**src/rtl/psid_pkg.sv**
```systemverilog
// psid_pkg: shared types, range limits and constant byte tables of the
// pow seed index decoder; no dependencies
`default_nettype none

package psid_pkg;

  localparam int unsigned NUM_BYTES = 10;
  localparam int unsigned IDX_W     = 32;

  localparam logic [IDX_W-1:0] LIM_A   = 32'd131071;
  localparam logic [IDX_W-1:0] LIM_B   = 32'd262143;
  localparam logic [IDX_W-1:0] LIM_C   = 32'd4456447;
  localparam logic [IDX_W-1:0] LIM_D   = 32'd12845055;
  localparam logic [IDX_W-1:0] LIM_E   = 32'd29622271;
  localparam logic [IDX_W-1:0] LIM_F   = 32'd46399487;
  localparam logic [IDX_W-1:0] LIM_G   = 32'd63176703;
  localparam logic [IDX_W-1:0] LIM_TOP = 32'd600047615;

  typedef enum logic [3:0] {
    FR_ZERO,
    FR_A,
    FR_B,
    FR_C,
    FR_D,
    FR_E,
    FR_F,
    FR_G,
    FR_H
  } frame_e;

  typedef enum logic [3:0] {
    TAB_LIT,
    TAB_PREP,
    TAB_ING,
    TAB_INF,
    TAB_ADJ,
    TAB_AMB,
    TAB_TIMED,
    TAB_NS,
    TAB_NPL,
    TAB_MASS,
    TAB_INGINF,
    TAB_TIME,
    TAB_INGADJ
  } tab_e;

  // literal byte, or table address in the low bits
  typedef struct packed {
    tab_e       tab;
    logic [7:0] val;
  } desc_t;

  localparam logic [7:0] PREP_TAB [8] = '{
    8'd12, 8'd13, 8'd14, 8'd15, 8'd16, 8'd17, 8'd12, 8'd13};

  localparam logic [7:0] ING_TAB [32] = '{
    8'd18, 8'd19, 8'd20, 8'd21, 8'd22, 8'd23, 8'd24, 8'd25,
    8'd26, 8'd27, 8'd28, 8'd29, 8'd30, 8'd31, 8'd32, 8'd33,
    8'd34, 8'd35, 8'd36, 8'd37, 8'd38, 8'd39, 8'd40, 8'd41,
    8'd42, 8'd43, 8'd23, 8'd24, 8'd31, 8'd32, 8'd33, 8'd34};

  localparam logic [7:0] INF_TAB [16] = '{
    8'd44, 8'd45, 8'd46, 8'd47, 8'd48, 8'd50, 8'd51, 8'd52,
    8'd53, 8'd54, 8'd55, 8'd56, 8'd57, 8'd58, 8'd59, 8'd60};

  localparam logic [7:0] ADJ_TAB [64] = '{
    8'd61,  8'd62,  8'd63,  8'd64,  8'd65,  8'd66,  8'd67,  8'd68,
    8'd69,  8'd70,  8'd71,  8'd72,  8'd73,  8'd74,  8'd75,  8'd76,
    8'd77,  8'd78,  8'd79,  8'd80,  8'd81,  8'd82,  8'd83,  8'd84,
    8'd85,  8'd86,  8'd87,  8'd88,  8'd89,  8'd90,  8'd91,  8'd92,
    8'd94,  8'd95,  8'd96,  8'd97,  8'd98,  8'd99,  8'd100, 8'd101,
    8'd102, 8'd103, 8'd104, 8'd105, 8'd107, 8'd108, 8'd109, 8'd110,
    8'd112, 8'd114, 8'd115, 8'd116, 8'd117, 8'd118, 8'd119, 8'd120,
    8'd121, 8'd122, 8'd123, 8'd124, 8'd125, 8'd126, 8'd127, 8'd128};

  localparam logic [7:0] AMB_TAB [16] = '{
    8'd77,  8'd94,  8'd95,  8'd96,  8'd126, 8'd214, 8'd217, 8'd218,
    8'd220, 8'd222, 8'd223, 8'd224, 8'd225, 8'd226, 8'd227, 8'd228};

  localparam logic [7:0] TIMED_TAB [8] = '{
    8'd84, 8'd243, 8'd249, 8'd250, 8'd251, 8'd252, 8'd253, 8'd255};

  localparam logic [7:0] NS_TAB [64] = '{
    8'd129, 8'd130, 8'd131, 8'd132, 8'd133, 8'd134, 8'd135, 8'd136,
    8'd137, 8'd138, 8'd145, 8'd149, 8'd154, 8'd155, 8'd156, 8'd157,
    8'd177, 8'd178, 8'd179, 8'd180, 8'd182, 8'd183, 8'd184, 8'd185,
    8'd186, 8'd187, 8'd188, 8'd189, 8'd190, 8'd191, 8'd192, 8'd193,
    8'd194, 8'd196, 8'd197, 8'd198, 8'd199, 8'd200, 8'd201, 8'd202,
    8'd203, 8'd204, 8'd205, 8'd206, 8'd207, 8'd208, 8'd209, 8'd210,
    8'd211, 8'd212, 8'd213, 8'd241, 8'd244, 8'd245, 8'd246, 8'd247,
    8'd248, 8'd249, 8'd250, 8'd251, 8'd252, 8'd253, 8'd254, 8'd255};

  localparam logic [7:0] NPL_TAB [32] = '{
    8'd139, 8'd140, 8'd141, 8'd142, 8'd143, 8'd144, 8'd146, 8'd147,
    8'd148, 8'd150, 8'd151, 8'd153, 8'd158, 8'd159, 8'd160, 8'd161,
    8'd162, 8'd163, 8'd164, 8'd165, 8'd166, 8'd167, 8'd168, 8'd169,
    8'd170, 8'd171, 8'd172, 8'd173, 8'd174, 8'd175, 8'd176, 8'd181};

  localparam logic [7:0] MASS_TAB [32] = '{
    8'd214, 8'd215, 8'd216, 8'd217, 8'd218, 8'd219, 8'd220, 8'd221,
    8'd222, 8'd223, 8'd224, 8'd225, 8'd226, 8'd227, 8'd228, 8'd229,
    8'd230, 8'd231, 8'd232, 8'd233, 8'd234, 8'd235, 8'd236, 8'd237,
    8'd238, 8'd239, 8'd240, 8'd242, 8'd214, 8'd215, 8'd216, 8'd219};

  localparam logic [7:0] INGINF_TAB [32] = '{
    8'd18, 8'd19, 8'd20, 8'd21, 8'd22, 8'd25, 8'd26, 8'd27,
    8'd28, 8'd29, 8'd30, 8'd36, 8'd37, 8'd38, 8'd39, 8'd40,
    8'd41, 8'd42, 8'd44, 8'd46, 8'd47, 8'd48, 8'd49, 8'd51,
    8'd52, 8'd53, 8'd54, 8'd55, 8'd56, 8'd57, 8'd58, 8'd59};

  localparam logic [7:0] TIME_TAB [16] = '{
    8'd82,  8'd83,  8'd84,  8'd85,  8'd86,  8'd87,  8'd88,  8'd243,
    8'd249, 8'd250, 8'd251, 8'd252, 8'd253, 8'd254, 8'd255, 8'd253};

  localparam logic [7:0] INGADJ_TAB [64] = '{
    8'd18, 8'd19, 8'd20, 8'd21, 8'd22, 8'd23, 8'd24, 8'd25,
    8'd26, 8'd27, 8'd28, 8'd29, 8'd30, 8'd31, 8'd32, 8'd33,
    8'd34, 8'd35, 8'd36, 8'd37, 8'd38, 8'd39, 8'd40, 8'd41,
    8'd42, 8'd43, 8'd23, 8'd24, 8'd31, 8'd32, 8'd33, 8'd34,
    8'd61, 8'd62, 8'd63, 8'd64, 8'd65, 8'd66, 8'd67, 8'd68,
    8'd69, 8'd70, 8'd71, 8'd72, 8'd73, 8'd74, 8'd75, 8'd76,
    8'd77, 8'd78, 8'd79, 8'd80, 8'd81, 8'd82, 8'd83, 8'd84,
    8'd85, 8'd86, 8'd87, 8'd88, 8'd89, 8'd90, 8'd91, 8'd92};

  function automatic logic [7:0] tab_read(desc_t d);
    logic [7:0] r;
    r = '0;
    case (d.tab)
      TAB_LIT:    r = d.val;
      TAB_PREP:   r = PREP_TAB[d.val[2:0]];
      TAB_ING:    r = ING_TAB[d.val[4:0]];
      TAB_INF:    r = INF_TAB[d.val[3:0]];
      TAB_ADJ:    r = ADJ_TAB[d.val[5:0]];
      TAB_AMB:    r = AMB_TAB[d.val[3:0]];
      TAB_TIMED:  r = TIMED_TAB[d.val[2:0]];
      TAB_NS:     r = NS_TAB[d.val[5:0]];
      TAB_NPL:    r = NPL_TAB[d.val[4:0]];
      TAB_MASS:   r = MASS_TAB[d.val[4:0]];
      TAB_INGINF: r = INGINF_TAB[d.val[4:0]];
      TAB_TIME:   r = TIME_TAB[d.val[3:0]];
      TAB_INGADJ: r = INGADJ_TAB[d.val[5:0]];
      default:    r = '0;
    endcase
    return r;
  endfunction

endpackage

`default_nettype wire

```
**src/rtl/psid_byte_map.sv**
```systemverilog
// psid_byte_map: per-frame byte layout, gives a literal or a table address
// for each seed byte; depends on psid_pkg
`default_nettype none

module psid_byte_map (
  input  psid_pkg::frame_e      frame_i,
  input  logic [31:0]           index_i,
  output psid_pkg::desc_t       desc_o [psid_pkg::NUM_BYTES]
);
  import psid_pkg::*;

  function automatic desc_t lit(logic [7:0] v);
    desc_t d;
    d.tab = TAB_LIT;
    d.val = v;
    return d;
  endfunction

  function automatic desc_t tab(tab_e t, logic [5:0] a);
    desc_t d;
    d.tab = t;
    d.val = {2'b00, a};
    return d;
  endfunction

  always_comb begin
    for (int i = 0; i < NUM_BYTES; i++) begin
      desc_o[i] = lit(8'd0);
    end
    case (frame_i)
      FR_A: begin
        desc_o[0] = tab(TAB_PREP, {3'b000, index_i[2:0]});
        desc_o[1] = tab(TAB_TIMED, {3'b000, index_i[5:3]});
        desc_o[2] = lit(8'd1);
        desc_o[3] = lit(8'd5);
        desc_o[4] = tab(TAB_NS, index_i[11:6]);
        desc_o[5] = lit(8'd1);
        desc_o[6] = tab(TAB_ING, {1'b0, index_i[16:12]});
      end
      FR_B: begin
        desc_o[0] = tab(TAB_TIME, {2'b00, index_i[3:0]});
        desc_o[1] = tab(TAB_MASS, {1'b0, index_i[8:4]});
        desc_o[2] = lit(8'd1);
        desc_o[3] = tab(TAB_INF, {2'b00, index_i[12:9]});
        desc_o[4] = lit(8'd9);
        desc_o[5] = lit(8'd2);
        desc_o[6] = lit(8'd1);
        desc_o[7] = tab(TAB_AMB, {2'b00, index_i[16:13]});
      end
      FR_C: begin
        desc_o[0] = tab(TAB_PREP, {3'b000, index_i[2:0]});
        desc_o[1] = tab(TAB_TIMED, {3'b000, index_i[5:3]});
        desc_o[2] = lit(8'd1);
        desc_o[3] = tab(TAB_ADJ, index_i[11:6]);
        desc_o[4] = tab(TAB_NPL, {1'b0, index_i[16:12]});
        desc_o[5] = lit(8'd1);
        desc_o[6] = tab(TAB_INGINF, {1'b0, index_i[21:17]});
      end
      FR_D: begin
        desc_o[0] = lit(8'd5);
        desc_o[1] = tab(TAB_NS, index_i[5:0]);
        desc_o[2] = lit(8'd1);
        desc_o[3] = tab(TAB_PREP, {3'b000, index_i[8:6]});
        desc_o[4] = tab(TAB_TIMED, {3'b000, index_i[11:9]});
        desc_o[5] = tab(TAB_MASS, {1'b0, index_i[16:12]});
        desc_o[6] = lit(8'd3);
        desc_o[7] = lit(8'd1);
        desc_o[8] = tab(TAB_ADJ, index_i[22:17]);
      end
      FR_E: begin
        desc_o[0] = tab(TAB_PREP, {3'b000, index_i[2:0]});
        desc_o[1] = tab(TAB_ADJ, index_i[8:3]);
        desc_o[2] = tab(TAB_MASS, {1'b0, index_i[13:9]});
        desc_o[3] = lit(8'd1);
        desc_o[4] = tab(TAB_NPL, {1'b0, index_i[18:14]});
        desc_o[5] = lit(8'd1);
        desc_o[6] = tab(TAB_INGINF, {1'b0, index_i[23:19]});
      end
      FR_F: begin
        desc_o[0] = tab(TAB_PREP, {3'b000, index_i[2:0]});
        desc_o[1] = tab(TAB_MASS, {1'b0, index_i[7:3]});
        desc_o[2] = lit(8'd1);
        desc_o[3] = tab(TAB_ADJ, index_i[13:8]);
        desc_o[4] = tab(TAB_NPL, {1'b0, index_i[18:14]});
        desc_o[5] = lit(8'd1);
        desc_o[6] = tab(TAB_INGINF, {1'b0, index_i[23:19]});
      end
      FR_G: begin
        desc_o[0] = tab(TAB_TIME, {2'b00, index_i[3:0]});
        desc_o[1] = tab(TAB_AMB, {2'b00, index_i[7:4]});
        desc_o[2] = lit(8'd1);
        desc_o[3] = tab(TAB_ADJ, index_i[13:8]);
        desc_o[4] = tab(TAB_MASS, {1'b0, index_i[18:14]});
        desc_o[5] = lit(8'd1);
        desc_o[6] = tab(TAB_ING, {1'b0, index_i[23:19]});
      end
      FR_H: begin
        desc_o[0] = tab(TAB_TIME, {2'b00, index_i[3:0]});
        desc_o[1] = tab(TAB_AMB, {2'b00, index_i[7:4]});
        desc_o[2] = lit(8'd1);
        desc_o[3] = tab(TAB_PREP, {3'b000, index_i[10:8]});
        desc_o[4] = lit(8'd5);
        desc_o[5] = tab(TAB_ADJ, index_i[16:11]);
        desc_o[6] = tab(TAB_NS, index_i[22:17]);
        desc_o[7] = lit(8'd3);
        desc_o[8] = lit(8'd1);
        desc_o[9] = tab(TAB_INGADJ, index_i[28:23]);
      end
      default: begin
        for (int i = 0; i < NUM_BYTES; i++) begin
          desc_o[i] = lit(8'd0);
        end
      end
    endcase
  end

endmodule

`default_nettype wire

```
**src/rtl/pow_seed_index_decoder_top.sv**
```systemverilog
// pow_seed_index_decoder_top: three-stage pipeline from work index to the
// first ten seed bytes; depends on psid_pkg and psid_byte_map
//
//   channel  dir  tdata                    tuser
//   s_axis   in   [31:0] thread_index      -
//   m_axis   out  [79:0] seed_byte0..9     [0] in_range
//
// one item per cycle while the output is not stalled; each item is registered in
// stage 1 range compare, stage 2 byte layout, stage 3 table read
// each stage holds its item while the next one is full and stalled
// reset empties all stages; no state survives an item
`default_nettype none

module pow_seed_index_decoder_top (
  input  logic        clk_i,
  input  logic        rst_ni,
  input  logic        s_axis_tvalid,
  output logic        s_axis_tready,
  input  logic [31:0] s_axis_tdata,   // [31:0] thread_index
  output logic        m_axis_tvalid,
  input  logic        m_axis_tready,
  output logic [79:0] m_axis_tdata,   // [7:0] seed_byte0 .. [79:72] seed_byte9
  output logic        m_axis_tuser    // [0] in_range
);
  import psid_pkg::*;

  logic        v1_q, v2_q, v3_q;
  logic        rdy1, rdy2, rdy3;
  logic [31:0] idx1_q;
  frame_e      frame1_q, frame1_d;
  logic        inr1_q, inr2_q, inr3_q;
  desc_t       desc2_d [NUM_BYTES];
  desc_t       desc2_q [NUM_BYTES];
  logic [7:0]  byte3_q [NUM_BYTES];

  assign rdy3 = !v3_q || m_axis_tready;
  assign rdy2 = !v2_q || rdy3;
  assign rdy1 = !v1_q || rdy2;
  assign s_axis_tready = rdy1;

  always_comb begin
    if (s_axis_tdata == '0 || s_axis_tdata > LIM_TOP) frame1_d = FR_ZERO;
    else if (s_axis_tdata <= LIM_A) frame1_d = FR_A;
    else if (s_axis_tdata <= LIM_B) frame1_d = FR_B;
    else if (s_axis_tdata <= LIM_C) frame1_d = FR_C;
    else if (s_axis_tdata <= LIM_D) frame1_d = FR_D;
    else if (s_axis_tdata <= LIM_E) frame1_d = FR_E;
    else if (s_axis_tdata <= LIM_F) frame1_d = FR_F;
    else if (s_axis_tdata <= LIM_G) frame1_d = FR_G;
    else frame1_d = FR_H;
  end

  psid_byte_map u_byte_map (
    .frame_i (frame1_q),
    .index_i (idx1_q),
    .desc_o  (desc2_d)
  );

  always_ff @(posedge clk_i or negedge rst_ni) begin
    if (!rst_ni) begin
      v1_q <= 1'b0;
      v2_q <= 1'b0;
      v3_q <= 1'b0;
    end else begin
      if (rdy1) v1_q <= s_axis_tvalid;
      if (rdy2) v2_q <= v1_q;
      if (rdy3) v3_q <= v2_q;
    end
  end

  always_ff @(posedge clk_i) begin
    if (rdy1) begin
      idx1_q   <= s_axis_tdata;
      frame1_q <= frame1_d;
      inr1_q   <= (s_axis_tdata <= LIM_TOP);
    end
    if (rdy2) begin
      desc2_q <= desc2_d;
      inr2_q  <= inr1_q;
    end
    if (rdy3) begin
      for (int i = 0; i < NUM_BYTES; i++) begin
        byte3_q[i] <= tab_read(desc2_q[i]);
      end
      inr3_q <= inr2_q;
    end
  end

  always_comb begin
    for (int i = 0; i < NUM_BYTES; i++) begin
      m_axis_tdata[i*8 +: 8] = byte3_q[i];
    end
  end

  assign m_axis_tvalid = v3_q;
  assign m_axis_tuser  = inr3_q;

`ifndef SYNTHESIS
  // out of range items carry an all-zero seed
  a_oor_zero: assert property (@(posedge clk_i) disable iff (!rst_ni)
    m_axis_tvalid && !m_axis_tuser |-> m_axis_tdata == '0)
    else $error("out of range item with nonzero seed");

  // every frame but the zero frame sets a nonzero byte 2, so a zero byte 2 means the zero frame
  a_byte2_zero: assert property (@(posedge clk_i) disable iff (!rst_ni)
    m_axis_tvalid && m_axis_tdata[23:16] == 8'd0 |-> m_axis_tdata == '0)
    else $error("partial seed with zero byte 2");

  // a stage 1 item handed on while stage 2 can move leaves stage 2 filled
  a_stage_move: assert property (@(posedge clk_i) disable iff (!rst_ni)
    v1_q && rdy2 |=> v2_q)
    else $error("item lost between stage 1 and stage 2");

  // a stalled output keeps the stage behind it from overwriting it
  a_stall_hold: assert property (@(posedge clk_i) disable iff (!rst_ni)
    v3_q && !m_axis_tready && v2_q |=> v2_q && v3_q)
    else $error("stall dropped a pipeline item");
`endif

endmodule

`default_nettype wire
```
**config.mk**
```make
export PLATFORM = sky130hd
export DESIGN_NAME = pow_seed_index_decoder_top
export DESIGN_NICKNAME = d
export VERILOG_FILES = /design/src/rtl/psid_pkg.sv /design/src/rtl/psid_byte_map.sv /design/src/rtl/pow_seed_index_decoder_top.sv
export SDC_FILE = /design/constraint.sdc
export NUM_CORES = 1
export LEC_CHECK = 0
export BUFFER_PORTS_ARGS = -buffer_cell sky130_fd_sc_hd__buf_2
export CAP_MARGIN = 30
export CORE_ASPECT_RATIO = 0.8
export CORE_UTILIZATION = 30
export CTS_CLUSTER_SIZE = 20
export DETAILED_ROUTE_END_ITERATION = 6
export SLEW_MARGIN = 20
export SYNTH_ARGS = -nofsm -noshare
export SYNTH_HDL_FRONTEND = slang
export SYNTH_SLANG_ARGS = --single-unit
```
**constraint.sdc**
```tcl
create_clock -name clk_i -period 9.8 [get_ports clk_i]
set_clock_uncertainty 0.1 [all_clocks]
set_input_delay 2.45 -clock clk_i [delete_from_list [all_inputs] [get_ports clk_i]]
set_output_delay 2.45 -clock clk_i [all_outputs]
set_load 0.01 [all_outputs]
```
# Word-level counts from Yosys, hierarchy flattened
# Memories as Yosys holds them, arrays and structs flattened.
# Cells that the tools add are included.
[word_totals]
inputBits = 36
output_inout_bits = 83
n_memories = 121
rom_bits = 30720
ram_bits = 80
ff_bits = 159
wordCells = 664
[op_classes]
reduce_logical = 21
n_bitwise = 40
mux = 273
eq_ne = 128
order_cmp = 49
[memory_table]
columns = ["name", "depth", "word_bits", "read_ports", "rd_clocked_by_memory_dff", "wr", "line", "rtl"]
rows = [
  ["(name not given)", 64, 8, 1, 0, 0, "psid_pkg.sv:141", "TAB_INGADJ: r = INGADJ_TAB[d.val[5:0]];"],
  ["(name not given)", 64, 8, 1, 0, 0, "psid_pkg.sv:136", "TAB_NS: r = NS_TAB[d.val[5:0]];"],
  ["(name not given)", 64, 8, 1, 0, 0, "psid_pkg.sv:133", "TAB_ADJ: r = ADJ_TAB[d.val[5:0]];"],
  ["(name not given)", 64, 8, 1, 0, 0, "psid_pkg.sv:141", ""],
  ["(name not given)", 64, 8, 1, 0, 0, "psid_pkg.sv:136", ""],
  ["(name not given)", 64, 8, 1, 0, 0, "psid_pkg.sv:133", ""],
  ["115 more memories", "-", "-", "-", "-", "-", "-", ""],
]
[op_table]
columns = ["operator", "n"]
rows = [
  ["$mux 8", 250],
  ["$pmux 8 s13", 10],
  ["$pmux 84 s8", 1],
  ["$eq 4x4->1 const B", 51],
  ["$eq 4x3->1 const B", 44],
  ["$eq 4x2->1 const B", 22],
  ["$ge 7x7->1 const B", 10],
  ["$not 6->7", 10],
  ["$le 32x26->1 const B", 2],
  ["$ge 6x6->1 const B", 10],
  ["$not 5->6", 10],
  ["$ge 5x5->1 const B", 10],
  ["$not 4->5", 10],
  ["$eq 4x1->1 const B", 11],
  ["$ge 4x4->1 const B", 10],
  ["$logic_not 4->1", 10],
  ["$not 3->4", 10],
  ["$pmux 11 s3", 1],
  ["$gt 32x30->1 const B", 1],
  ["$le 32x17->1 const B", 1],
  ["$le 32x18->1 const B", 1],
  ["$le 32x23->1 const B", 1],
  ["$le 32x24->1 const B", 1],
  ["$le 32x25->1 const B", 1],
  ["13 further kinds", 23],
]

# Longest topological paths before layout
[logic_depth]
depth_word = 8
ltp_mapped = 9
depth_no_buf = 8

# Modules after synthesis
# From an unflattened synthesis, not the netlist that was laid out.
[hier_totals]
cells_unflattened = 4271
hier_area_um2 = 31472.7
[by_module_without_submodules]
columns = ["module", "seq_area_each_um2", "n_inst", "area_each_um2", "cells_per_inst"]
rows = [
  ["pow_seed_index_decoder_top", 7252.0, 1, 29867.4, 4016],
  ["psid_byte_map", 0.0, 1, 1605.3, 255],
]

# Worst setup path before layout
# Ideal clock, no wire load.
[synth_path]
path_kind = "input-to-output"
startpoint = "input port m_axis_tready"
endpoint = "output port s_axis_tready"
t_required_ns = 7.250
cell_stages = 1
t_arrival_ns = 3.593
slack_ns = 3.657
path_buffers = 0
cell_sequence = "nand4b_1"
[synth_via]
elab_chain_cells = 3
[synth_lines]
columns = ["element", "line", "rtl"]
rows = [
  ["start: declaration", "pow_seed_index_decoder_top.sv:21", "input logic m_axis_tready,"],
  ["$logic_or 1x1->1", "pow_seed_index_decoder_top.sv:36", "assign rdy3 = !v3_q || m_axis_tready;"],
  ["$logic_or 1x1->1", "pow_seed_index_decoder_top.sv:37", "assign rdy2 = !v2_q || rdy3;"],
  ["$logic_or 1x1->1", "pow_seed_index_decoder_top.sv:38", "assign rdy1 = !v1_q || rdy2;"],
  ["end: declaration", "pow_seed_index_decoder_top.sv:18", "output logic s_axis_tready,"],
]
# No other way between the ends.

# Worst setup path after layout
# Ends and elaborated chain as after synthesis.

==> metrics.txt <==
status finished, final reports clean; Synth Net Count 1913; PostCTS Resize Cnt 0; Post-DP Area 16700 µm²; post-synthesis instance total 1774; GP Congestion 0.932; die width 258 µm; Antenna Violating Nets Remaining 0; drt initial violations 1927; RSZ-0062 raised after global routing no; Total Wirelength 47.8 mm; TritonRoute pass-1 iters 6; CTS tree done; initial antenna violation count 0; critical path required time 7.25 ns; CTS sink cnt 191; Mapped Area 15700 µm²; first-pass GRT wire length 74.7 mm; Gate power share 38.1%; CTS Root Cell clkbuf_16; layout cells sized above 1 11.5%; port bufs 117; min cycle time layout 5.49 ns; placed insts 2448; core area 51400 µm²; Flop pwr share 39.5%; total gr overflow 0; Critical Path End Type output port; Post-synth EDFFs 188; Die Ht 207 µm; area share of the largest cell type after synthesis 36.0%; dpl hpwl 32.9 mm; Final setup viols 0; sequential area share after synthesis 36.4%; Slew Limit Fails 0; largest net degree at the start of global routing 77; multi-input logic area 9110 µm²; antenna cells 0; part of the power in the clock network 22.4%; GRT Overall Usage 17.7%; Post-CTS Setup Inserts 0; die area 53200 µm²; # fillers 5261; residual DRC count 0; Hold/Removal Path Class reg2reg; wire per inst 19.2 µm; Slew HR 35.6%; Yosys cell types 86; Lkg Pwr 6.53 nW; Layout Nets 1923; post-synthesis sequential element count 191; setup_tns 0 ns; vias in the first global route 13.0k; Warnings, synthesis 0; vias per inst 5.77; CP Class in2out; FF/Latch Area 5720 µm²; Final Instance Area 17300 µm²; Initial Utilization 30.5%; worst vdd ir 152 µV; CTS buffer count 17; P&R area growth vs syn 10.3%; max-capacitance violation count 0; I/O Pins 119; switching part of the total 40.4%; largest cells by area after synthesis edfxtp_1 36%, ha_1 8.2%, a21oi_1 4.4%; Slew @ Worst Pin 0.953 ns; Final Hold Viols 0; CTS clk-pin slew, worst paths 0.07 ns; Clock Tree Buf Depth 2; P per Cell Area 184 nW/µm²; Post-Layout Cell Count 2481; Pint 1.90 mW; CP Max Fanout 3; hold_buf cts 0; Arr. time, crit path 2.94 ns; asr flop ratio synth 1.57%; # rows 74; Synth area leader edfxtp_1; Clock Latency Late Sink 0.49 ns; H-tree levels 4; crit start category input port; NetSw 1.29 mW; Final period util 56.0%; Via Count 14.3k; top_reg_cell synth edfxtp_1; Synth Area per Inst 8.85 µm²; Peak Freq 182 MHz
cell usage after synthesis, types with 33 or more instances:
cell / n
a21oi_1: 138
and2_1: 33
clkbuf_1: 102
edfxtp_1: 188
ha_1: 103
inv_1: 64
mux2i_1: 44
nand2_1: 130
nand2b_1: 54
nand3_1: 46
nor2_1: 138
nor2b_1: 45
nor3_1: 43
o21ai_0: 126
o22ai_1: 35
state kept, by name (all words and copies together) (netlist names):
name           flops
desc2_q           74
idx1_q            29
byte3_q           78
m_axis_tuser       1
v1_q               1
inr1_q             1
frame1_q           4
m_axis_tvalid      1
v2_q               1
inr2_q             1
worst max-delay path: stages:
cell and delay, ns:
buf_2 0.11, nand4b_1 0.20, buf_2 0.18
power groups by stage:
stage          Clock, mW  Combinational (mW)  Sequential [mW]
2_1_floorplan          0               0.880             1.20
3_3_place_gp           0                1.18             1.27
3_5_place_dp           0                1.19             1.27
4_1_cts            0.743                1.19             1.26
5_1_grt            0.765                1.34             1.28
6_report           0.713                1.21             1.26
placed cells by master, fill, tap and decap left out, types with 10 or more instances in the layout:
master / Yosys / final
a211o_1: 12 / 12
a211oi_1: 32 / 32
a21o_1: 10 / 10
a21oi_1: 138 / 138
a221oi_1: 14 / 14
a22o_1: 13 / 13
a22oi_1: 13 / 13
a31oi_1: 28 / 28
and2_1: 33 / 33
buf_2: 32 / 117
buf_4: 3 / 23
clkbuf_16: 0 / 17
edfxtp_1: 188 / 188
ha_1: 103 / 103
inv_1: 64 / 64
mux2i_1: 44 / 44
nand2_1: 130 / 130
nand2b_1: 54 / 53
nand3_1: 46 / 46
nand3b_1: 17 / 17
nand4_1: 13 / 13
nor2_1: 138 / 138
nor2b_1: 45 / 45
nor3_1: 43 / 43
nor3b_1: 15 / 15
nor4_1: 10 / 10
o211ai_1: 27 / 27
o21a_1: 11 / 11
o21ai_0: 126 / 126
o221ai_1: 12 / 12
o22ai_1: 35 / 35
or3_1: 11 / 11
layout make-up:
class,instances,share of cell area [%]
clock inverter,14,0.874
sequential,191,33.0
tap,684,4.94
timing repair buffer,141,4.54
clock buffer,18,2.48
multi-input combinational,1364,52.6
inverter,69,1.50
cells by family after synthesis:
kind of cell,share of synthesized area [%]
xor gates and xnor gates,0.446
adders and majority gates,8.27
DFF,36.4
AOI/OAI and AO/OA,25.2
other,0.0239
buffers and inverters,5.56
muxes,4.17
and+or+nand+nor,19.9
path summary, 6_finish.rpt:
kind	end	slack [ns]	from	cells after the start
setup / recovery	s_axis_tready	4.31	m_axis_tready	3
min in group asynchronous	m_axis_tvalid	1.64	rst_ni	1
max in group asynchronous	v2_q	7.86	rst_ni	1
hold / removal	inr2_q	0.32	inr1_q	0
setup reg to reg	byte3_q[3][2]	6.50	desc2_q[73]	7
hold reg to reg	inr2_q	0.32	inr1_q	0
through the flow:
stage                     utilization [%]  worst slack, ns  power, mW  hold WS, ns
after floorplan                         -             3.66       2.08        0.300
after global placement               32.5             4.31       2.45        0.303
after detailed placement             32.5             4.30       2.46        0.306
after CTS                            33.6             4.30       3.19        0.324
after global routing                 33.7             4.27       3.38        0.329
final                                33.7             4.31       3.18        0.322
per-layer routing:
metal | part of all wire (%) | wire [µm] | vias to the layer above | global-route usage (%)
met2 | 43 | 20400 | 734 | 25.5
met3 | 8.6 | 4110 | 67 | 3.96
met4 | 2.0 | 966 | 0 | 6.26
met5 | 0 | 0 | - | 0
li1 | - | - | 6728 | -
met1 | 47 | 22300 | 6779 | 25.8
Power figures use the tool's default switching activity.
